**config.mk**
```make
export PLATFORM = sky130hd
export DESIGN_NAME = cmf_merge
export DESIGN_NICKNAME = d
export VERILOG_FILES = /design/src/rtl/core/cmf_pkg.sv /design/src/rtl/core/cmf_merge.sv
export SDC_FILE = /design/constraint.sdc
export NUM_CORES = 1
export LEC_CHECK = 0
export ABC_AREA = 1
export BUFFER_PORTS_ARGS = -buffer_cell sky130_fd_sc_hd__buf_2
export CORE_MARGIN = 2
export CORE_UTILIZATION = 29
export CTS_CLUSTER_SIZE = 8
export DETAILED_ROUTE_END_ITERATION = 10
export HOLD_SLACK_MARGIN = 0.08
export SYNTH_ARGS = -nofsm -noshare
export SYNTH_HDL_FRONTEND = slang
export SYNTH_SLANG_ARGS = --single-unit
```
**constraint.sdc**
```tcl
create_clock -name clk -period 1.01 [get_ports clk]
set_input_delay 0.303 -clock clk [delete_from_list [all_inputs] [get_ports clk]]
set_output_delay 0.303 -clock clk [all_outputs]
set_load 0.03 [all_outputs]
```
**src/rtl/core/cmf_pkg.sv**
```systemverilog
// Shared constants and types of the RGBA color matrix filter.
// No dependencies; used by every module of the block.
`default_nettype none

package cmf_pkg;

  // Pixel and coefficient format
  localparam int CH_W       = 8;
  localparam int NUM_CH     = 4;
  localparam int NUM_TERMS  = 5;
  localparam int COEF_BITS  = 12;
  localparam int FRAC_BITS  = 8;
  localparam int REG_W      = 60;
  localparam int CFG_IDX_W  = 3;
  localparam int DATA_W     = NUM_CH * CH_W;

  // Product: 9-bit signed channel times signed coefficient
  localparam int PROD_W     = COEF_BITS + CH_W + 1;
  // Sum of five products
  localparam int SUM_W      = PROD_W + 3;

  localparam int CHAN_MAX   = 255;

  // Register indexes
  localparam logic [CFG_IDX_W-1:0] REG_RED   = CFG_IDX_W'(0);
  localparam logic [CFG_IDX_W-1:0] REG_GREEN = CFG_IDX_W'(1);
  localparam logic [CFG_IDX_W-1:0] REG_BLUE  = CFG_IDX_W'(2);
  localparam logic [CFG_IDX_W-1:0] REG_ALPHA = CFG_IDX_W'(3);

  // Reset rows: identity matrix, gain 1.0 on the diagonal
  localparam logic [REG_W-1:0] RST_RED   = REG_W'(1) << FRAC_BITS;
  localparam logic [REG_W-1:0] RST_GREEN = REG_W'(1) << (COEF_BITS + FRAC_BITS);
  localparam logic [REG_W-1:0] RST_BLUE  = REG_W'(1) << (2 * COEF_BITS + FRAC_BITS);
  localparam logic [REG_W-1:0] RST_ALPHA = REG_W'(1) << (3 * COEF_BITS + FRAC_BITS);

  typedef logic [NUM_CH-1:0][CH_W-1:0] pixel_t;
  typedef logic [REG_W-1:0] row_t;

  // Pipeline control travelling next to the lanes
  typedef struct packed {
    logic valid;
    logic last;
  } ctl_t;

endpackage

`default_nettype wire

```
**src/rtl/core/cmf_merge.sv**
```systemverilog
// Output register: joins the four lane results into one result transfer.
// Depends on cmf_pkg.
`default_nettype none

module cmf_merge (
  input  wire logic                       clk,
  input  wire logic                       rst_n,
  input  wire logic                       en,
  input  wire cmf_pkg::ctl_t              ctl,
  input  wire cmf_pkg::pixel_t            chans,
  output logic                            out_tvalid,
  output logic [cmf_pkg::DATA_W-1:0]      out_tdata,
  output logic                            out_tlast
);

  logic                        valid_r;
  logic                        last_r;
  logic [cmf_pkg::DATA_W-1:0]  data_r;

  // Control: valid follows the pipeline when it moves
  always_ff @(posedge clk) begin
    if (!rst_n) begin
      valid_r <= 1'b0;
    end else if (en) begin
      valid_r <= ctl.valid;
    end
  end

  // Payload: red in the low byte up to alpha in the high byte
  always_ff @(posedge clk) begin
    if (en) begin
      data_r <= chans;
      last_r <= ctl.last;
    end
  end

  assign out_tvalid = valid_r;
  assign out_tdata  = data_r;
  assign out_tlast  = last_r;

endmodule

`default_nettype wire

```
# Word-level counts from Yosys, hierarchy flattened
# Index checks and enable logic that the tools add are counted.
# totals
mem_bits_ro,0
out_inout_bits,34
latchBits,0
ramBits,0
reg_bits,34
n_memories,0
input_bits,37
wordCells,3
# op_classes
multipliers,0
magnitude_cmp,0
muxes,0
addsub,0
n_eq_ne,0
shift,0
div,0
bitwise,0
n_reduce_logical,0

# Longest topological paths before layout
# Gate-level depths: netlist of run 1.
# logic_depth
ltp_word,0
ltp_mapped,4
depth_no_buf,4

# Worst setup path after synthesis of run 1
# Ideal clock, no wire load.
# synth_path
kind,register to output
startpoint,register data_r (netlist bit out_tdata[0])
endpoint,output out_tdata[0] (netlist name)
path_slack_ps,211
arrival_time_ps,496
stages_incl_launch_ff,1
t_required_ps,707
path_cell_list,edfxtp_1
# synth_lines
item,line_no,source
from (decl),cmf_merge.sv:18,logic [cmf_pkg::DATA_W-1:0] data_r;
from (signal assigned),cmf_merge.sv:32,data_r <= chans;
to (decl),cmf_merge.sv:12,"output logic [cmf_pkg::DATA_W-1:0] out_tdata,"
# No word-level cell between the ends.

# Final worst setup path of run 1
# layout_path
startpoint,register data_r (netlist bit out_tdata[17])
endpoint,output out_tdata[17] (netlist name)
# No word-level cell between the ends.

==> results of run 1 <==
power breakdown:
part	switching [W]	leakage, nW	total [W]	internal (W)
registers	0.0000499	0.332	0.00172	0.00167
logic	0.000306	0.381	0.000565	0.000260
clock network	0.000394	0.0326	0.000738	0.000344
total	0.000750	0.745	0.00302	0.00227
flip-flops by register name, indices dropped and copies added, names as in the netlist:
register    count
out_tvalid      1
out_tlast       1
out_tdata      32
final cells by class:
class / count / area (um2)
tap: 46 / 57.56
clock buffer: 8 / 58.81
sequential: 34 / 1012
timing repair buffer: 72 / 603.1
inverter: 1 / 3.754
multi-input combinational: 4 / 17.52
fill: 286 / 1637
worst min-delay path by stage:
stage,cells after the start,endpoint
after global placement,2,out_tvalid
final,1,out_tdata[14]
after floorplan,0,out_tdata[0]
after detailed placement,2,out_tvalid
after global routing,1,out_tdata[14]
after CTS,1,out_tdata[1]
cell usage after synthesis:
cell type	number
nor2_1	1
nand2_1	2
nor2_2	1
inv_1	1
dfxtp_1	1
edfxtp_1	33
metal layers:
layer | vias to the layer above | wire length [um] | track usage
met3 | 3 | 332 | 0.08750
met5 | - | 0 | 0
met1 | 288 | 727 | 0.1163
met2 | 52 | 862 | 0.1447
met4 | 0 | 17 | 0.03261
li1 | 307 | - | -
what timing repair did:
item | in CTS | in global routing
endpoints found under the setup margin | 34 | 34
cloned | 0 | 0
resized for setup | 69 | 0
logic make-up (layout without fill, tap and decap cells):
kind of cell	after synthesis	in the layout	share of synthesized area
buffers and inverters	1	81	0.003633
DFF	34	34	0.9794
and+or+nand+nor	4	4	0.01697
through the flow:
step	area, um2	setup WS, ns	TNS (ns)	total power, W
after floorplan	1032	0.2114	0	0.001965
after global placement	1480	0.08732	0	0.002168
after CTS	1753	-0.1902	-5.969	0.003073
final	1753	-0.1752	-4.939	0.003024
after global routing	1753	-0.2417	-7.101	0.003172
after detailed placement	1480	0.07199	0	0.002173
==> out/metrics.csv, run 1 <==
stage;metric;value;unit
run_status;outcome;finished, violations left;
run_status;violations;negative setup slack;
setup_path;r2r_setup_slack;0.41;ns
clocking;cts_post_setup_buffers_inserted;0;
yosys;ys_ff_latch;34;
sta;drv_slew;0;
finish;drive_gt1_frac;0.6723;
detailed_routing;vias;650;
sta;relSlewSlack;0.9205;
clocking;cts-root-buf;clkbuf_4;
sta;whs;0.1512;ns
setup_path;critPathLaunch;out_tdata[17];
floorplan;io_pins;71;
setup_path;critPathBufInv;1;
finish;final_cells;165;
sta;setup_viol;34;
detailed_routing;drc;0;
setup_path;reg2reg_depth;2;
floorplan;die_area;4053;um2
yosys;synth_cell_type_count;6;
sta;fin_ws;-0.1752;ns
finish;area_growth;69.82;%
global_route;grt_overflow;0;
detailed_routing;totalWireLength;1.939;mm
setup_path;worstPathArrival;0.88;ns
clocking;cts_max_path_buffers;2;
detailed_routing;drt_iter0_drc;10;
clocking;cts_buffers;5;
clocking;clk_pin_slew;0.10;ns
yosys;synth_nets;76;
worst_hold_path;hold_start;chans[14];
clocking;cts_sinks;34;
yosys;syn_avg_cell_area;26.47;um2
setup_path;slowest_delay;0.41;ns
detailed_routing;drt-pass1-iter-count;2;
yosys;synthTopCellsByArea;edfxtp_1 (96%), dfxtp_1 (1.9%), nand2_1 (0.73%);
global_route;grt_max_degree;24;
setup_path;timing.rr.end;out_tvalid;
floorplan;num_rows;21;
setup_path;crit_family;flip-flops;
yosys;syn_area;1032;um2
floorplan;initial_core_util;0.3045;
setup_path;crit_type;register to output pin;
placement;gp_congestion;0.6188;
setup_path;crit_path_end_kind;output pin;
finish;fin_nets;155;
global_route;grt_usage;0.1034;
placement;io_buffers;70;
power_and_ir_drop;p_leak;0.7452;nW
finish;mostFrequentLayoutCells;buf_2 (36), buf_6 (34), edfxtp_1 (33);
global_route;grt_pass1_wl;3.077;mm
yosys;ys_seq_area_frac;0.9794;
sta;fin_worst_skew;0;ns
sta;fin_crit;1.185;ns
sta;final_hold_viol_count;0;
sta;fmax;843.7;MHz
detailed_routing;drt-wirelength-per-cell;11.75;um
clocking;cts_tree;built;
detailed_routing;viasPerCell;3.939;
run;maxCapViolCount;0;
sta;tightest_slew;0.1189;ns
clocking;hold_buffers;0;
power_and_ir_drop;ir_worst_vdd;1.042;mV
yosys;yosysTopAreaCellShare;0.9600;
power_and_ir_drop;powerDensity;1725;nW/um2
global_route;antenna_found_initial;0;
clocking;clk_latency;0.31;ns
setup_path;cp-start-kind;register;
yosys;syn_inst;39;
setup_path;critical_path_required;0.71;ns
global_route;grt_pass1_vias;674;
yosys;synth_top_area_cell;edfxtp_1;
setup_path;crit_slowest_cell;edfxtp_1;
finish;post-route-util;0.5172;
finish;diodes;0;
floorplan;fp.coreArea;3390;um2
worst_hold_path;hp-class;input pin to register;
setup_path;crit_path_end;out_tdata[17];
clocking;h-tree-depth;2;
setup_path;worst-path-stages;1;
sta;finalCritPeriodShare;1.174;
floorplan;die_w;63.66;um
finish;mostFrequentLayoutCell;buf_2;
setup_path;worstPathMaxFanout;1;
detailed_routing;ant_nets;0;
placement;place_hpwl;1.492;mm
floorplan;die_h;63.66;um
sta;rsz0062_at_grt;true;
setup_path;rr_startpoint;out_tvalid;
yosys;ys.warnings.count;0;
placement;placed_cells;157;
setup_path;crit_chain;buf_6;
(Power assumes the default switching activity.)
==> inputs of run 2 (changes only) <==
Settings changed: CORE_ASPECT_RATIO from default to 0.75.
==> out/metrics.csv, run 2 (synthesis results as in run 1) <==
stage;metric;value;unit;change
detailed_routing;vias;661;;+1.7%
power_and_ir_drop;p_leak;0.7581;nW;+1.7%
floorplan;die_area;4058;um2;+0.13%
sta;fmax;883.9;MHz;+4.8%
detailed_routing;drt-pass1-iter-count;3;;+1
setup_path;critPathLaunch;out_tdata[3];;
finish;mostFrequentLayoutCells;buf_2 (36), buf_6 (34), edfxtp_1 (33);;
clocking;ctsResizeCount;69;;unchanged
detailed_routing;drc;0;;unchanged
setup_path;crit_family;flip-flops;;
placement;gp_congestion;0.6619;;+7.0%
worst_hold_path;hp-class;input pin to register;;
floorplan;num_rows;18;;-14%
detailed_routing;drt_iter0_drc;38;;+28
worst_hold_path;hold_start;chans[21];;
clocking;h-tree-depth;2;;unchanged
sta;rsz0062_at_grt;true;;
clocking;cts-root-buf;clkbuf_8;;
clocking;cts_buffers;5;;unchanged
power_and_ir_drop;finalPower;0.003201;W;+5.9%
setup_path;critPathBufInv;1;;unchanged
sta;fin_worst_skew;0;ns;unchanged
sta;final_hold_viol_count;0;;unchanged
setup_path;crit_slowest_cell;edfxtp_1;;
run_status;violations;negative setup slack;;
setup_path;crit_path_end_kind;output pin;;
finish;fin_nets;156;;+0.65%
sta;fin_crit;1.131;ns;-0.05387 ns
setup_path;crit_chain;buf_6;;
sta;tightest_slew;0.1288;ns;+0.009973 ns
detailed_routing;drt-wirelength-per-cell;13.21;um;+12%
setup_path;slowest_delay;0.39;ns;-0.02 ns
floorplan;initial_core_util;0.3076;;+0.003066
finish;mostFrequentLayoutCell;buf_2;;
setup_path;crit_type;register to output pin;;
power_and_ir_drop;powerDensity;1804;nW/um2;+4.6%
finish;largest_reg_flops;32;;unchanged
detailed_routing;ant_nets;0;;unchanged
clocking;cts_post_setup_buffers_inserted;0;;unchanged
finish;area_growth;71.88;%;
sta;finalSetupTns;-3.409;ns;+1.530 ns
finish;drive_gt1_frac;0.6667;;-0.005602
global_route;antenna_found_initial;0;;unchanged
floorplan;fp.coreArea;3356;um2;-1.0%
run_status;outcome;finished, violations left;;
sta;drv_slew;0;;unchanged
setup_path;critical_path_required;0.71;ns;about the same
setup_path;worstPathMaxFanout;1;;unchanged
finish;post-route-util;0.5287;;+0.01155
detailed_routing;viasPerCell;4.131;;+4.9%
setup_path;worstPathArrival;0.83;ns;-0.05 ns
setup_path;cp-start-kind;register;;
global_route;grt_usage;0.1068;;+0.003380
global_route;grt_max_degree;18;;-25%
detailed_routing;totalWireLength;2.114;mm;+9.0%
finish;diodes;0;;unchanged
sta;fin_ws;-0.1214;ns;+0.05387 ns
sta;finalCritPeriodShare;1.120;;-0.05334
sta;setup_viol;34;;unchanged
power_and_ir_drop;ir_worst_vdd;0.5925;mV;-43%
sta;relSlewSlack;0.9141;;-0.006357
clocking;cts_sinks;34;;unchanged
global_route;grt_pass1_wl;3.118;mm;+1.3%
clocking;clk_pin_slew;0.07;ns;-0.03 ns
placement;io_buffers;70;;unchanged
clocking;cts_tree;built;;
global_route;grt_overflow;0;;unchanged
floorplan;die_h;55.67;um;-13%
floorplan;die_w;72.89;um;+14%
setup_path;rr_startpoint;out_tvalid;;
clocking;clk_latency;0.28;ns;-0.03 ns
floorplan;io_pins;71;;unchanged
clocking;cts_max_path_buffers;2;;unchanged
run;maxCapViolCount;0;;unchanged
global_route;grt_pass1_vias;642;;-4.7%
clocking;hold_buffers;0;;unchanged
finish;fillCellCount;285;;-0.35%
## run 2: layout make-up
type / instances / area (um2) / area share
well taps: 40 / 50.05 / 0.02821
repair buffers: 73 / 610.6 / 0.3441
flip-flops and latches: 34 / 1012 / 0.5705
inverters: 1 / 3.754 / 0.002116
multi-input cells: 4 / 17.52 / 0.009873
clock buffers: 5 / 68.82 / 0.03879
clock inverters: 3 / 11.26 / 0.006347
## run 2: path summary, 6_finish.rpt
path,slack [ns],cells after the start,end
max,-0.12,1,out_tdata[3]
min,0.19,1,out_tdata[21]
max reg2reg,0.41,2,out_tvalid
min reg2reg,0.50,2,out_tvalid
## run 2: routing by layer
layer | vias up | global-route usage | routed length (um)
met5 | - | 0 | 0
met4 | 0 | 0.05556 | 26
met3 | 6 | 0.06522 | 281
met2 | 49 | 0.1558 | 970
met1 | 298 | 0.1212 | 836
li1 | 308 | - | -
## run 2: metrics by stage
| step | hold WS (ns) | worst slack [ns] | area, um2 | std cells |
|---|---|---|---|---|
| floorplan | 0.4019 | 0.2114 | 1032 | 39 |
| global placement | 0.4771 | 0.08664 | 1480 | 152 |
| detailed placement | 0.4814 | 0.08367 | 1480 | 152 |
| CTS | 0.1837 | -0.1493 | 1774 | 160 |
| global route | 0.1789 | -0.1610 | 1774 | 160 |
| finish | 0.1946 | -0.1214 | 1774 | 160 |
## run 2: worst reg2reg max path, stage by stage, from the launching register on
cell and delay, ns:
dfxtp_2 0.32, nor2_1 0.12, nor2_2 0.05
## run 2: power breakdown
part           switching [W]  total [W]  internal, W
logic               0.000308   0.000570     0.000262
registers          0.0000482    0.00172      0.00167
clock network       0.000450   0.000909     0.000459
total               0.000807    0.00320      0.00239
==> inputs of run 3 (changes only) <==
Settings changed: ABC_AREA 1 to default, CAP_MARGIN from default to 20.
==> out/metrics.csv, run 3 <==
stage;metric;value;unit;change
setup_path;reg2reg_depth;2;;unchanged
worst_hold_path;hp-class;input pin to register;;
clocking;cts-root-buf;clkbuf_8;;
yosys;ys.warnings.count;0;;unchanged
placement;gp_congestion;0.6648;;+0.44%
yosys;synth_flop_cell;edfxtp_1;;
yosys;synth_top_area_cell;edfxtp_1;;
sta;rsz0062_at_grt;true;;
setup_path;critPathBufInv;1;;unchanged
finish;multi_input_area;16.27;um2;-7.1%
sta;fin_crit;1.162;ns;+0.03070 ns
finish;drive_gt1_frac;0.6864;;+0.01977
sta;fin_worst_skew;0;ns;unchanged
clocking;cts_tree;built;;
floorplan;initial_core_util;0.3082;;+0.0005768
sta;finalCritPeriodShare;1.151;;+0.03039
finish;mostFrequentLayoutCells;buf_2 (36), buf_6 (34), edfxtp_1 (33);;
setup_path;worst-path-stages;1;;unchanged
yosys;ys_seq_area_frac;0.9842;;+0.004772
finish;final_area;1778;um2;+0.21%
floorplan;num_rows;18;;unchanged
setup_path;rr_startpoint;out_tvalid;;
global_route;grt_max_degree;16;;-2
setup_path;critical_path_required;0.71;ns;about the same
detailed_routing;drt-pass1-iter-count;2;;-1
yosys;syn_inst;36;;-7.7%
placement;place_area;1483;um2;+0.17%
clocking;h-tree-depth;2;;unchanged
setup_path;timing.rr.end;out_tvalid;;
detailed_routing;drt-wirelength-per-cell;13.59;um;+2.9%
sta;tightest_slew;0.1699;ns;+0.04108 ns
placement;io_buffers;70;;unchanged
finish;largest_reg_flops;32;;unchanged
setup_path;worstPathArrival;0.86;ns;+0.03 ns
power_and_ir_drop;p_leak;0.7576;nW;about the same
sta;fmax;860.5;MHz;-2.6%
sta;setup_viol;34;;unchanged
sta;drv_slew;0;;unchanged
finish;fin_nets;154;;-1.3%
finish;mostFrequentLayoutCell;buf_2;;
detailed_routing;viasPerCell;4.158;;+0.65%
sta;final_hold_viol_count;0;;unchanged
clocking;clk_pin_slew;0.06;ns;about the same
setup_path;crit_path_end_kind;output pin;;
finish;ff_latch_area;1012;um2;unchanged
placement;dp_slack;0.04066;ns;-0.04300 ns
detailed_routing;vias;657;;-0.61%
detailed_routing;ant_nets;0;;unchanged
global_route;grt_usage;0.1143;;+0.007486
placement;placed_cells;150;;-1.3%
sta;relSlewSlack;0.8867;;-0.02738
detailed_routing;drc;0;;unchanged
global_route;antenna_found_initial;0;;unchanged
run_status;violations;negative setup slack;;
run;maxCapViolCount;0;;unchanged
yosys;synth_nets;73;;-3.9%
clocking;clk_latency;0.27;ns;about the same
sta;finalSetupTns;-3.445;ns;-0.03611 ns
finish;fillCellCount;274;;-3.9%
clocking;cts_max_path_buffers;2;;unchanged
finish;diodes;0;;unchanged
floorplan;io_pins;71;;unchanged
clocking;cts_buffers;5;;unchanged
setup_path;cp-start-kind;register;;
setup_path;crit_type;register to output pin;;
sta;fin_ws;-0.1521;ns;-0.03070 ns
finish;final_cells;158;;-1.3%
floorplan;fp.coreArea;3333;um2;-0.67%
worst_hold_path;hold_path_depth;1;;unchanged
setup_path;crit_slowest_cell;edfxtp_1;;
setup_path;crit_chain;buf_6;;
placement;place_hpwl;1.608;mm;
worst_hold_path;min_to;out_tdata[21];;
clocking;hold_buffers;0;;unchanged
setup_path;crit_family;flip-flops;;
run_status;outcome;finished, violations left;;
power_and_ir_drop;powerDensity;1802;nW/um2;-0.11%
yosys;syn_avg_cell_area;28.53;um2;+7.8%
yosys;postSynth.asyncResetShare;0;;unchanged
floorplan;die_w;72.73;um;-0.23%
global_route;grt_overflow;0;;unchanged
yosys;synth_cell_type_count;4;;-2
floorplan;die_area;4039;um2;-0.46%
detailed_routing;totalWireLength;2.148;mm;+1.6%
yosys;syn_area;1027;um2;-0.48%
setup_path;r2r_setup_slack;0.41;ns;about the same
finish;area_growth;73.08;%;
yosys;ys_ff_latch;34;;unchanged
yosys;yosysTopAreaCellShare;0.9647;;+0.004677
yosys;yosysMostFrequentCell;edfxtp_1;;
yosys;ys_top_cells_by_count;edfxtp_1 (33), dfxtp_1 (1), mux2i_1 (1), nor2b_1 (1);;
setup_path;slowest_delay;0.42;ns;+0.03 ns
detailed_routing;drt_iter0_drc;3;;-92%
finish;post-route-util;0.5334;;+0.004698
global_route;grt_pass1_vias;711;;+11%
yosys;synth_edf_count;33;;unchanged
yosys;synthTopCellsByArea;edfxtp_1 (96%), dfxtp_1 (1.9%), mux2i_1 (0.97%);;
clocking;cts_sinks;34;;unchanged
worst_hold_path;hold_start;chans[21];;
global_route;grt_pass1_wl;3.277;mm;+5.1%
setup_path;worstPathMaxFanout;1;;unchanged
floorplan;die_h;55.54;um;-0.23%
power_and_ir_drop;ir_worst_vdd;1.331;mV;+120%
-- run 3: changes by cell type after synthesis, sizes merged --
cell / before / now
nand2: 2 / 0
nor2b: 0 / 1
mux2i: 0 / 1
nor2: 2 / 0
inv: 1 / 0
-- run 3: worst max path at each step --
stage	from	to
global route	out_tdata[20]	out_tdata[20]
finish	out_tdata[20]	out_tdata[20]
floorplan	out_tdata[0]	out_tdata[0]
CTS	out_tdata[3]	out_tdata[3]
global placement	en	out_tdata[6]
detailed placement	en	out_tdata[22]
-- run 3: where the power goes --
| part | leakage, nW | internal [W] | total [W] | switching (W) |
|---|---|---|---|---|
| logic | 0.383 | 0.000264 | 0.000570 | 0.000307 |
| registers | 0.332 | 0.00167 | 0.00172 | 0.0000512 |
| clock network | 0.0426 | 0.000473 | 0.000910 | 0.000437 |
| total | 0.758 | 0.00241 | 0.00320 | 0.000795 |
-- run 3: cells by family (layout without fill, tap and decap cells) --
logic type / after synthesis / count (layout) / synth area share
flops: 34 / 34 / 0.9842
mux: 1 / 1 / 0.009745
simple gates: 1 / 1 / 0.006094
buf+inv: 0 / 82 / 0
-- run 3: metrics by stage --
stage / power, W / hold WS [ns]
finish: 0.003204 / 0.1989
global route: 0.003330 / 0.1840
CTS: 0.003256 / 0.1866
detailed placement: 0.002178 / 0.4812
global placement: 0.002170 / 0.4792
floorplan: 0.001961 / 0.4019
-- run 3: final cells by class --
class                   instances  area share
clock buffers                   6     0.04082
clock inverters                 2    0.004926
multi-input cells               2    0.009148
flip-flops and latches         34      0.5693
well taps                      40     0.02815
repair buffers                 74      0.3476
-- run 3: repair_timing --
action / 4_1_cts / 5_1_grt
setup buffers: 0 / 0
cloned: 0 / 0
gates resized for setup: 69 / 0
setup endpoints to repair: 34 / 34
-- run 3: metal layers --
metal / vias to the layer above / track usage / routed length (um)
met4: 0 / 0.05820 / 34
met5: - / 0 / 0
met3: 4 / 0.08577 / 314
li1: 305 / - / -
met1: 303 / 0.1179 / 765
met2: 45 / 0.1688 / 1034
