[src/rtl/core/cmf_pkg.sv]
// Shared constants and types of the RGBA color matrix filter.
// No dependencies; used by every module of the block.
`default_nettype none

package cmf_pkg;

  // Pixel and coefficient format
  localparam int CH_W       = 8;
  localparam int NUM_CH     = 4;
  localparam int NUM_TERMS  = 5;
  localparam int COEF_BITS  = 12;
  localparam int FRAC_BITS  = 8;
  localparam int REG_W      = 60;
  localparam int CFG_IDX_W  = 3;
  localparam int DATA_W     = NUM_CH * CH_W;

  // Product: 9-bit signed channel times signed coefficient
  localparam int PROD_W     = COEF_BITS + CH_W + 1;
  // Sum of five products
  localparam int SUM_W      = PROD_W + 3;

  localparam int CHAN_MAX   = 255;

  // Register indexes
  localparam logic [CFG_IDX_W-1:0] REG_RED   = CFG_IDX_W'(0);
  localparam logic [CFG_IDX_W-1:0] REG_GREEN = CFG_IDX_W'(1);
  localparam logic [CFG_IDX_W-1:0] REG_BLUE  = CFG_IDX_W'(2);
  localparam logic [CFG_IDX_W-1:0] REG_ALPHA = CFG_IDX_W'(3);

  // Reset rows: identity matrix, gain 1.0 on the diagonal
  localparam logic [REG_W-1:0] RST_RED   = REG_W'(1) << FRAC_BITS;
  localparam logic [REG_W-1:0] RST_GREEN = REG_W'(1) << (COEF_BITS + FRAC_BITS);
  localparam logic [REG_W-1:0] RST_BLUE  = REG_W'(1) << (2 * COEF_BITS + FRAC_BITS);
  localparam logic [REG_W-1:0] RST_ALPHA = REG_W'(1) << (3 * COEF_BITS + FRAC_BITS);

  typedef logic [NUM_CH-1:0][CH_W-1:0] pixel_t;
  typedef logic [REG_W-1:0] row_t;

  // Pipeline control travelling next to the lanes
  typedef struct packed {
    logic valid;
    logic last;
  } ctl_t;

endpackage

`default_nettype wire

[src/rtl/core/cmf_lane.sv]
// One output channel of the color matrix: products, sum and clamp.
// Depends on cmf_pkg.
`default_nettype none

module cmf_lane (
  input  wire logic                  clk,
  input  wire logic                  en,
  input  wire cmf_pkg::pixel_t       pix,
  input  wire cmf_pkg::row_t         row,
  output logic [cmf_pkg::CH_W-1:0]   chan
);

  logic signed [cmf_pkg::PROD_W-1:0] prod_r   [cmf_pkg::NUM_TERMS];
  logic signed [cmf_pkg::PROD_W-1:0] prod_nxt [cmf_pkg::NUM_TERMS];
  logic signed [cmf_pkg::SUM_W-1:0]  sum;

  // Stage 1: one multiplier per term, offset term uses the channel maximum
  always_comb begin
    logic signed [cmf_pkg::COEF_BITS-1:0] coef;
    logic signed [cmf_pkg::CH_W:0]        opnd;
    for (int k = 0; k < cmf_pkg::NUM_TERMS; k++) begin
      coef = $signed(row[k*cmf_pkg::COEF_BITS +: cmf_pkg::COEF_BITS]);
      if (k < cmf_pkg::NUM_CH) begin
        opnd = $signed({1'b0, pix[k]});
      end else begin
        opnd = $signed((cmf_pkg::CH_W + 1)'(cmf_pkg::CHAN_MAX));
      end
      prod_nxt[k] = cmf_pkg::PROD_W'(opnd * coef);
    end
  end

  always_ff @(posedge clk) begin
    if (en) begin
      for (int k = 0; k < cmf_pkg::NUM_TERMS; k++) begin
        prod_r[k] <= prod_nxt[k];
      end
    end
  end

  // Stage 2: full-width sum, then clamp and drop the fraction
  always_comb begin
    sum = '0;
    for (int k = 0; k < cmf_pkg::NUM_TERMS; k++) begin
      sum = sum + cmf_pkg::SUM_W'(prod_r[k]);
    end
    if (sum < 0) begin
      chan = '0;
    end else if (sum >= $signed(cmf_pkg::SUM_W'(cmf_pkg::CHAN_MAX << cmf_pkg::FRAC_BITS))) begin
      chan = cmf_pkg::CH_W'(cmf_pkg::CHAN_MAX);
    end else begin
      chan = sum[cmf_pkg::FRAC_BITS +: cmf_pkg::CH_W];
    end
  end

endmodule

`default_nettype wire

[config.mk]
export PLATFORM = sky130hd
export DESIGN_NAME = cmf_lane
export DESIGN_NICKNAME = d
export VERILOG_FILES = /design/src/rtl/core/cmf_pkg.sv /design/src/rtl/core/cmf_lane.sv
export SDC_FILE = /design/constraint.sdc
export NUM_CORES = 1
export LEC_CHECK = 0
export ABC_AREA = 1
export BUFFER_PORTS_ARGS = -buffer_cell sky130_fd_sc_hd__buf_4
export CAP_MARGIN = 5
export CELL_PAD_IN_SITES_DETAIL_PLACEMENT = 1
export CELL_PAD_IN_SITES_GLOBAL_PLACEMENT = 2
export CORE_MARGIN = 3
export CORE_UTILIZATION = 43
export CTS_CLUSTER_SIZE = 40
export DETAILED_ROUTE_END_ITERATION = 16
export PLACE_DENSITY_LB_ADDON = 0.2
export SLEW_MARGIN = 20
export SYNTH_ARGS = -nofsm -noshare
export SYNTH_HDL_FRONTEND = slang
export SYNTH_SLANG_ARGS = --single-unit
[constraint.sdc]
create_clock -name clk -period 9.6 [get_ports clk]
set_input_delay 1.92 -clock clk [delete_from_list [all_inputs] [get_ports clk]]
set_output_delay 1.92 -clock clk [all_outputs]
set_load 0.01 [all_outputs]
-- Word-level counts from Yosys, hierarchy flattened
Memories as Yosys holds them, arrays and structs flattened.
Index checks and enable logic that the tools add are counted.
- register bits: 0
- latch bits: 0
- bits in writable memories: 105
- bits in read-only memories: 0
- input port bits: 94
- output and inout port bits: 8
- logic and storage cells: 16
- memories kept: 1
- add/subtract/negate cells: 4
- $mul: 5
- divide/modulo/power cells: 0
- $lt $le $gt $ge: 2
- eq/ne operators: 0
- shifts and indexed selects: 0
- mux-type cells: 4
- bitwise gates (word level): 0
- reduce and logical (&&, ||, !) cells: 0
- memory list (name ; words ; bits a word ; rd ports ; clocked after Yosys merged registers in ; write ports ; RTL line ; source):
    prod_r ; 5 ; 21 ; 5 ; 0 ; 5 ; cmf_lane.sv:13 ; logic signed [cmf_pkg::PROD_W-1:0] prod_r [cmf_pkg::NUM_TERMS];
- operators with widths (kind ; number):
    $mul A9 B12 Y21 ; 4
    $add A23 B21 Y24 ; 1
    $add A24 B21 Y24 ; 1
    $ge A24 B17 Y1 const B ; 1
    $lt A24 B1 Y1 const B ; 1
    $add A22 B21 Y23 ; 1
    $add A21 B21 Y22 ; 1
    $mul A9 B12 Y21 const A ; 1
    $mux W8 ; 2
    $mux W1 ; 2

-- Longest topological paths before layout
Gate-level depths: netlist of run 1.
- depth in word-level cells: 7
- mapped depth: 24
- depth with buffers taken out: 24

-- Worst setup path before layout of run 1
No wires, ideal clock.
- kind: input to register
- from: input port pix[0] (netlist bit)
- to: memory prod_r[0][18] (netlist bit) (data pin)
- setup time: 252 ps
- arrival: 5713 ps
- data required time: 9348 ps
- setup slack: 3634 ps
- stages: 17
- buffers on the path: 1
- path through: clkbuf_1 nand2_1 fa_1 fa_1 fa_1 fa_1 inv_1 ha_1 a21o_1 a31oi_1 o21ai_0 a21boi_1 o21ai_1 nand2_1 nand2_1 nand2_1 nand2_1
- RTL lines (item ; RTL line ; source):
    start, declared ; cmf_lane.sv:8 ; input wire cmf_pkg::pixel_t pix,
    end, declared ; cmf_lane.sv:13 ;

==> metrics, run 1 <==
total negative slack=0 ns; vias in the first global route=20072; critical path start-end classification=reg -> out; die area=59120 um^2; Rows=86; Layout area overhead=7.047%; Arr. time, crit path=4.45 ns; Critical path buffers and inverters=3; RD Place Congestion=0.8708; max_cap viols=0; Rel. slew slack=0.3599; Top Registers=prod_r: 105 flops; Synth Net Count=~3800; clk root buf=clkbuf_16; CTS tree=yes; number of clock sinks=105; 1st-iter DRT viols=708; hold_buf cts=0; drt drc=0; core area=55420 um^2; Setup crit end kind=output port; pre-CTS setup slack=3.352 ns; drt wl/cell=15.67 um; Critical Path Most Common Cell=nand2_1; Syn Inst Count=3006; Hold Crit Class=in -> reg; post-synth cell types=37; number of warnings issued by yosys=0; asr flop ratio synth=0; total gr overflow=0; f_max=approximately 0.16 GHz; layout cells sized above 1=0.05258; final setup margin=3.226 ns; CP max FO=4; CTS max path bufs=2; Seq/Total Area, Yosys=0.1304; setup bufs post-CTS=0; largest net degree at the start of global routing=77; EDFF count, synth=105; outcome=finished clean; CP top delay family=adder cells; Post-synth top flop=edfxtp_1; CTS resizes=0; antenna-violating nets left=0; Slowest-stage cell, CP=fa_1; setup violators final=0; CP Launch Type=flop; first-pass GRT wire length=between 100 and 150 mm; Mean Syn Cell Area=8.045 um^2; # port buffers=101; WL final=59.41 mm; via density per instance=4.665; Clock transition at path regs=0.07 ns; RSZ-0062 raised after global routing=false; # diodes=0; Largest Register=prod_r; Final Hold Viols=0; Final nets=3800; CP max stage delay=about 0.50 ns; Largest register FFs=105; CP cell instances=fa_1, inv_1, fa_1, fa_1, inv_1, ha_1, fa_1, nand3_1, nand3_1, nand2_1, nand2_1, nand2_1, nand2_1, nand2_1, nand2_1, nor2_1, nand3_1, nor2_2, a31oi_1, buf_4; Die W=about 240 um; Initial Util=0.4364; DRT Pass-1 Iters=7; TritonCTS buffer count=9; Syn Std Cell Area=between 20000 and 25000 um^2; fin crit share=0.6639; die height=approximately 240 um; via count=17685; Crit path required time=around 7.7 ns; io pins=between 100 and 150; Max Slew Vio Count=0; Synth Register Bits=105; min Tclk post-route=6.374 ns; Slew @ Worst Pin=0.9601 ns; all-layer global routing usage=0.2117; initial antenna violation count=0; Post-DP HPWL=roughly 53 mm; CTS H-tree lvls=3
-- metrics by stage --
stage,instances,utilization,hold slack (ns),area (um^2)
floorplan,3006,-,2.019,24180
global placement,3776,0.4617,2.181,25580
detailed placement,3776,0.4617,2.193,25580
CTS,3791,0.4671,1.816,25890
global route,3791,0.4671,1.820,25890
finish,3791,0.4671,1.817,25890
-- cell usage in the layout, fill, tap and decap left out, types with 2 or more instances in the layout --
cell,instances
inv_1,1089
nand4_1,7
nor2_2,6
nand2_2,10
a21boi_1,6
o31ai_1,10
nand3_1,50
nor3_1,13
nor3b_1,3
clkbuf_16,9
inv_2,3
nor2_4,4
nand3_2,3
inv_8,2
fa_1,430
o21ai_1,3
clkinv_4,2
xnor2_1,45
buf_4,102
o21ai_2,11
ha_1,237
a21boi_2,3
a21oi_1,87
a21oi_2,2
xor2_1,53
nand2_1,668
a21o_1,5
a31oi_1,4
edfxtp_1,105
nand3b_1,4
o21ai_0,26
a221oi_1,2
nor2_1,31
-- path summary, 6_finish.rpt --
kind | cells past startpoint | startpoint | slack, ns | endpoint
worst min-delay path | 1 | row[48] | 1.82 | prod_r[0][84]
worst max-delay path | 20 | prod_r[0][0] | 3.23 | chan[5]
-- synth_stat cells (3+ instances only) --
cell      instances  area [um^2]
nand3_2           3        30.03
nor2_2            6        37.54
fa_1            430         8608
a21boi_2          3        33.78
inv_1          1089         4088
o21ai_0          26        130.1
nand2_1         668         2507
o31ai_1          10        75.07
o21ai_2          11        96.34
nor2_4            4        45.04
a21boi_1          6        45.04
nor3_1           13        65.06
nor2_1           31        116.4
a31oi_1           4        25.02
inv_2             3        11.26
xnor2_1          45        394.1
edfxtp_1        105         3153
nand2_2          10        62.56
a21o_1            5        37.54
clkbuf_1         57        214.0
nor3b_1           3        22.52
a21oi_1          87        435.4
nand4_1           7        43.79
ha_1            237         2965
xor2_1           53        464.2
o21ai_1           3        15.01
nand3_1          50        250.2
buf_1            23        86.33
nand3b_1          4        30.03
-- area by class of cell --
cell class / count / area [um^2]
inverter: 1092 / 4099
clock buffer: 9 / 225.2
multi-input combinational: 1729 / 16630
tap: 748 / 935.9
sequential: 105 / 3153
clock inverter: 6 / 77.57
timing repair buffer: 102 / 765.7
fill: 6750 / 29530
-- per-layer routing --
| metal | GRT usage | part of all wire | wire length (um) |
|---|---|---|---|
| met1 | 0.2910 | 0.46 | 27360 |
| met2 | 0.3769 | 0.51 | 30170 |
| met3 | 0.01182 | 0.021 | 1252 |
| met4 | 0.03357 | 0.011 | 631 |
| met5 | 0 | 0 | 0 |
-- cell families (layout without fill, tap and decap cells) --
logic type | after synthesis | after routing | synth area share
XOR/XNOR | 98 | 98 | 0.03549
adder cells (fa/ha/maj) | 667 | 667 | 0.4786
flip-flops | 105 | 105 | 0.1304
AND/OR/NAND/NOR | 802 | 802 | 0.1342
buffers and inverters | 1172 | 1209 | 0.1819
AO/OA/AOI/OAI | 162 | 162 | 0.03943
Power of run 1 is left out: the tool's default activity adds up to more than one toggle a clock period on the data nets, which glitch-free logic cannot reach.
==> run 2, diff against run 1 <==
--- a/config.mk
+++ b/config.mk
@@ -11,7 +11,7 @@
 export CELL_PAD_IN_SITES_DETAIL_PLACEMENT = 1
 export CELL_PAD_IN_SITES_GLOBAL_PLACEMENT = 2
 export CORE_MARGIN = 3
-export CORE_UTILIZATION = 43
+export CORE_UTILIZATION = 40
 export CTS_CLUSTER_SIZE = 40
 export DETAILED_ROUTE_END_ITERATION = 16
 export PLACE_DENSITY_LB_ADDON = 0.2
==> constraint.sdc (replaced) <==
create_clock -name clk -period 5.9 [get_ports clk]
set_input_delay 1.18 -clock clk [delete_from_list [all_inputs] [get_ports clk]]
set_output_delay 1.18 -clock clk [all_outputs]
set_load 0.01 [all_outputs]
==> run 2 against run 1 <==
Effect of this change:
- cell count grew 0.69%
- critical path depth grew 2
- non-clock buffer count unchanged
- count of clock-buffer cells in the layout unchanged
- first-iteration DRC count fell by 18%
- core utilization fell by 3.1 points
- routed wire length barely moved
- final area about the same
- worst setup slack worse by 2.9 ns
- hold slack got worse by 0.74 ns
==> metrics, run 2 (same netlist as run 1, synthesis figures left out) <==
outcome=finished clean; setup violators final=0 (unchanged); Crit path required time=4.72 ns (-2.96 ns); drt wl/cell=15.58 um (-0.62%); via count=17486 (-1.1%); largest net degree at the start of global routing=57 (-26%); via density per instance=4.581 (-1.8%); die area=63440 um^2 (+7.3%); Die W=251.9 um (+3.6%); most common cell after layout, fill and taps aside=inv_1; Initial Util=0.4067 (-0.02971); Max Slew Vio Count=0 (unchanged); Final nets=3800 (unchanged); drt drc=0 (unchanged); Layout area overhead=7.151% (about the same); number of clock sinks=105 (unchanged); CTS tree=yes; total negative slack=0 ns (unchanged); CP Launch Type=flop; CTS H-tree lvls=3 (unchanged); RD Place Congestion=0.8465 (-2.8%); # diodes=0 (unchanged); Rel. slew slack=0.4753 (+0.1153); hold wc startpoint=row[48]; Clock transition at path regs=0.07 ns (about the same); Arr. time, crit path=4.39 ns (-0.06 ns); critical path start-end classification=reg -> out; Setup crit end kind=output port; core area=59460 um^2 (+7.3%); max_cap viols=0 (unchanged); # port buffers=101 (unchanged); Largest register FFs=105 (unchanged); WL final=59.45 mm (about the same); most frequent cells in the layout=1089 x inv_1, 667 x nand2_1, 429 x fa_1, 235 x ha_1, 105 x edfxtp_1; clk root buf=clkbuf_16; f_max=about 0.18 GHz; initial antenna violation count=0 (unchanged); layout cells sized above 1=0.05388 (+0.001297); Slew @ Worst Pin=0.7871 ns (-0.1730 ns); TritonCTS buffer count=9 (unchanged); vias in the first global route=19614 (-2.3%); io pins=102 (unchanged); DRT Pass-1 Iters=5 (-2); RSZ-0062 raised after global routing=false; setup bufs post-CTS=0 (unchanged); antenna-violating nets left=0 (unchanged); first-pass GRT wire length=101.3 mm (about the same); CTS max path bufs=2 (unchanged); crit path launch=prod_r[0][37]; min Tclk post-route=5.572 ns; all-layer global routing usage=0.1984 (-0.01330); fin crit share=0.9444; Largest Register=prod_r; Final Hold Viols=0 (unchanged); Rows=89 (+3.5%); Top Registers=prod_r: 105 flops; Hold Crit Class=in -> reg; CP max FO=5 (+1); total gr overflow=0 (unchanged); die height=251.9 um (+3.6%); 1st-iter DRT viols=583 (-18%); Post-DP HPWL=53.43 mm (+0.52%)
run 2: cell types whose count changed in the layout (fill, tap and decap cells not counted):
cell / delta
bufinv_16: -1
clkinv_1: +1
clkinvlp_4: -1
fa_1: -1
fa_2: +1
ha_1: -2
ha_2: +2
inv_6: +2
nand2_1: -1
nand2_2: +1
run 2: cell type report:
cell class | instances | area (um^2)
fillers | 7270 | 33550
multi-input cells | 1729 | 16640
inverters | 1092 | 4099
flip-flops and latches | 105 | 3153
well taps | 773 | 967.2
repair buffers | 102 | 765.7
clock buffers | 9 | 225.2
clock inverters | 7 | 61.31
run 2: layer usage:
| metal | routed length (um) | part of all wire | global-route usage |
|---|---|---|---|
| met1 | 27830 | 0.47 | 0.2759 |
| met2 | 30150 | 0.51 | 0.3540 |
| met3 | 983 | 0.017 | 0.01082 |
| met4 | 498 | 0.0084 | 0.02406 |
| met5 | 0 | 0 | 0 |
run 2: what timing repair did:
action,in CTS,in global routing
resized for setup,0,4
hold buffers,0,0
endpoints found under the setup margin,0,3
run 2: critical path, stage by stage, from the launching register on:
cell	delay [ns]
edfxtp_1	0.38
inv_1	0.07
fa_1	0.51
inv_1	0.05
fa_1	0.48
inv_1	0.05
fa_1	0.47
inv_1	0.04
ha_1	0.40
nand2_1	0.14
nor2_2	0.16
inv_2	0.05
nor2_1	0.15
nand3b_1	0.15
nand4_1	0.13
nand2_1	0.14
inv_2	0.10
nand4_4	0.09
nor2_4	0.14
nand2_1	0.08
nand2_1	0.07
inv_1	0.04
buf_4	0.13
run 2: final timing paths:
| path | to | cells after the start |
|---|---|---|
| setup / recovery | chan[0] | 22 |
| hold / removal | prod_r[0][84] | 1 |
run 2: stage by stage:
| step | hold slack, ns | util | setup WS [ns] | instances | cell area [um^2] |
|---|---|---|---|---|---|
| floorplan | 1.279 | - | 0.6744 | 3006 | 24180 |
| global placement | 1.445 | 0.4308 | 0.4707 | 3801 | 25610 |
| detailed placement | 1.448 | 0.4308 | 0.3888 | 3801 | 25610 |
| CTS | 1.067 | 0.4356 | 0.1389 | 3817 | 25900 |
| global route | 1.067 | 0.4357 | 0.01760 | 3817 | 25910 |
| finish | 1.078 | 0.4357 | 0.3279 | 3817 | 25910 |
Power of run 2 is left out for the same reason.
==> run 3, diff against run 2 <==
--- a/config.mk
+++ b/config.mk
@@ -10,11 +10,13 @@
 export CAP_MARGIN = 5
 export CELL_PAD_IN_SITES_DETAIL_PLACEMENT = 1
 export CELL_PAD_IN_SITES_GLOBAL_PLACEMENT = 2
+export CORE_ASPECT_RATIO = 1.4
 export CORE_MARGIN = 3
 export CORE_UTILIZATION = 40
 export CTS_CLUSTER_SIZE = 40
 export DETAILED_ROUTE_END_ITERATION = 16
 export PLACE_DENSITY_LB_ADDON = 0.2
+export SETUP_SLACK_MARGIN = 0.02
 export SLEW_MARGIN = 20
 export SYNTH_ARGS = -nofsm -noshare
 export SYNTH_HDL_FRONTEND = slang
==> run 3 against run 2 <==
Effect of this change:
- global-route usage increased by 0.57 points
- first-iteration DRC count shrank 14%
- core utilization fell by 0.12 points
- final area up 0.32%
- hold slack better by 0.011 ns
- worst setup slack better by 0.0092 ns
- count of clock-buffer cells in the layout did not move
- via count increased by 1.3%
- critical path type unchanged
- critical endpoint is now chan[1]
- highest routed layer unchanged
==> metrics, run 3 (same netlist as run 1, synthesis figures left out) <==
outcome=finished clean; Arr. time, crit path=4.38 ns (about the same); RD Place Congestion=0.8162 (-3.6%); drt wl/cell=16.07 um (+3.2%); Critical Path Most Common Cell=inv_1; DP Area=25660 um^2 (+0.18%); Hold Crit Class=in -> reg; die area=63480 um^2 (about the same); clk root buf=clkbuf_16; CP max stage delay=0.54 ns (+0.03 ns); CP Launch Type=flop; antenna-violating nets left=0 (unchanged); first-pass GRT wire length=103.4 mm (+2.1%); DRT Pass-1 Iters=4 (-1); WL final=61.94 mm (+4.2%); Final Hold Viols=0 (unchanged); Clock transition at path regs=0.09 ns (+0.02 ns); total gr overflow=0 (unchanged); most frequent cells in the layout=1089 x inv_1, 667 x nand2_1, 429 x fa_1, 233 x ha_1, 105 x edfxtp_1; Layout area overhead=7.497%; Rows=106 (+19%); drt drc=0 (unchanged); setup bufs post-CTS=0 (unchanged); CTS tree=yes; die height=296.9 um (+18%); setup violators final=0 (unchanged); via density per instance=4.595 (+0.31%); Final Non-Filler Cells=3855 (+1.0%); vias in the first global route=20609 (+5.1%); CP max FO=5 (unchanged); critical path start-end classification=reg -> out; core area=59810 um^2 (+0.59%); Top Registers=prod_r: 105 flops; Rel. slew slack=0.4397 (-0.03552); 1st-iter DRT viols=503 (-14%); Initial Util=0.4043 (-0.002382); RSZ-0062 raised after global routing=true; layout cells sized above 1=0.05618 (+0.002300); min Tclk post-route=5.563 ns (-0.009225 ns); Post-DP HPWL=55.57 mm (+4.0%); max_cap viols=0 (unchanged); CP cell instances=inv_1, fa_1, inv_1, fa_1, inv_1, fa_1, inv_1, ha_2, nand2_1, nor2_2, inv_2, nor3_1, nand2_1, nand3_1, nand2_1, nor2_1, nand3_1, nor2_2, a31oi_2, buf_4; CP top delay family=adder cells; Slew @ Worst Pin=0.8404 ns (+0.05329 ns); f_max=0.1798 GHz (+0.17%); Critical path buffers and inverters=6 (-2); io pins=102 (unchanged); placed insts=3838 (+0.97%); Max Slew Vio Count=0 (unchanged); total negative slack=0 ns (unchanged); fin crit share=0.9429 (-0.001564); Crit path required time=4.72 ns (about the same); design area=25990 um^2 (+0.32%); initial antenna violation count=0 (unchanged); all-layer global routing usage=0.2041 (+0.005742); CTS max path bufs=2 (unchanged); Final nets=3800 (unchanged); Hold WS=1.089 ns (+0.01133 ns); most common cell after layout, fill and taps aside=inv_1; hold_buf cts=0 (unchanged); Largest register FFs=105 (unchanged); Setup crit end kind=output port; Die W=213.8 um (-15%); via count=17714 (+1.3%); CTS H-tree lvls=3 (unchanged); largest net degree at the start of global routing=64 (+12%); Largest Register=prod_r; number of clock sinks=105 (unchanged); # port buffers=101 (unchanged); TritonCTS buffer count=9 (unchanged); Slowest-stage cell, CP=fa_1
[run 3: timing repair]
item                       4_1_cts  5_1_grt
setup endpoints to repair        0        5
gates resized for setup          0       10
hold endpoints to repair         0        0
[run 3: routing by layer]
| layer | vias up | track usage | routed length [um] |
|---|---|---|---|
| met1 | 8949 | 0.2380 | 24610 |
| met2 | 168 | 0.4064 | 35240 |
| met5 | - | 0 | 0 |
| li1 | 8544 | - | - |
| met3 | 53 | 0.01606 | 1160 |
| met4 | 0 | 0.03070 | 931 |
[run 3: area by class of cell]
class / count / area [um^2]
timing repair buffer: 102 / 765.7
sequential: 105 / 3153
clock buffer: 9 / 225.2
antenna: 1 / 2.502
fill: 7275 / 33820
multi-input combinational: 1729 / 16660
clock inverter: 7 / 73.82
inverter: 1092 / 4099
tap: 810 / 1013
[run 3: final timing paths]
path,from,endpoint,cells past startpoint,slack (ns)
max,prod_r[0][16],chan[1],20,0.34
min,row[48],prod_r[0][84],1,1.09
[run 3: metrics by stage]
step	worst slack, ns	util
6_report	0.3371	0.4346
3_3_place_gp	0.4307	0.4290
2_1_floorplan	0.6744	-
3_5_place_dp	0.3589	0.4290
4_1_cts	0.1598	0.4340
5_1_grt	0.01467	0.4345
Power of run 3 is left out for the same reason.
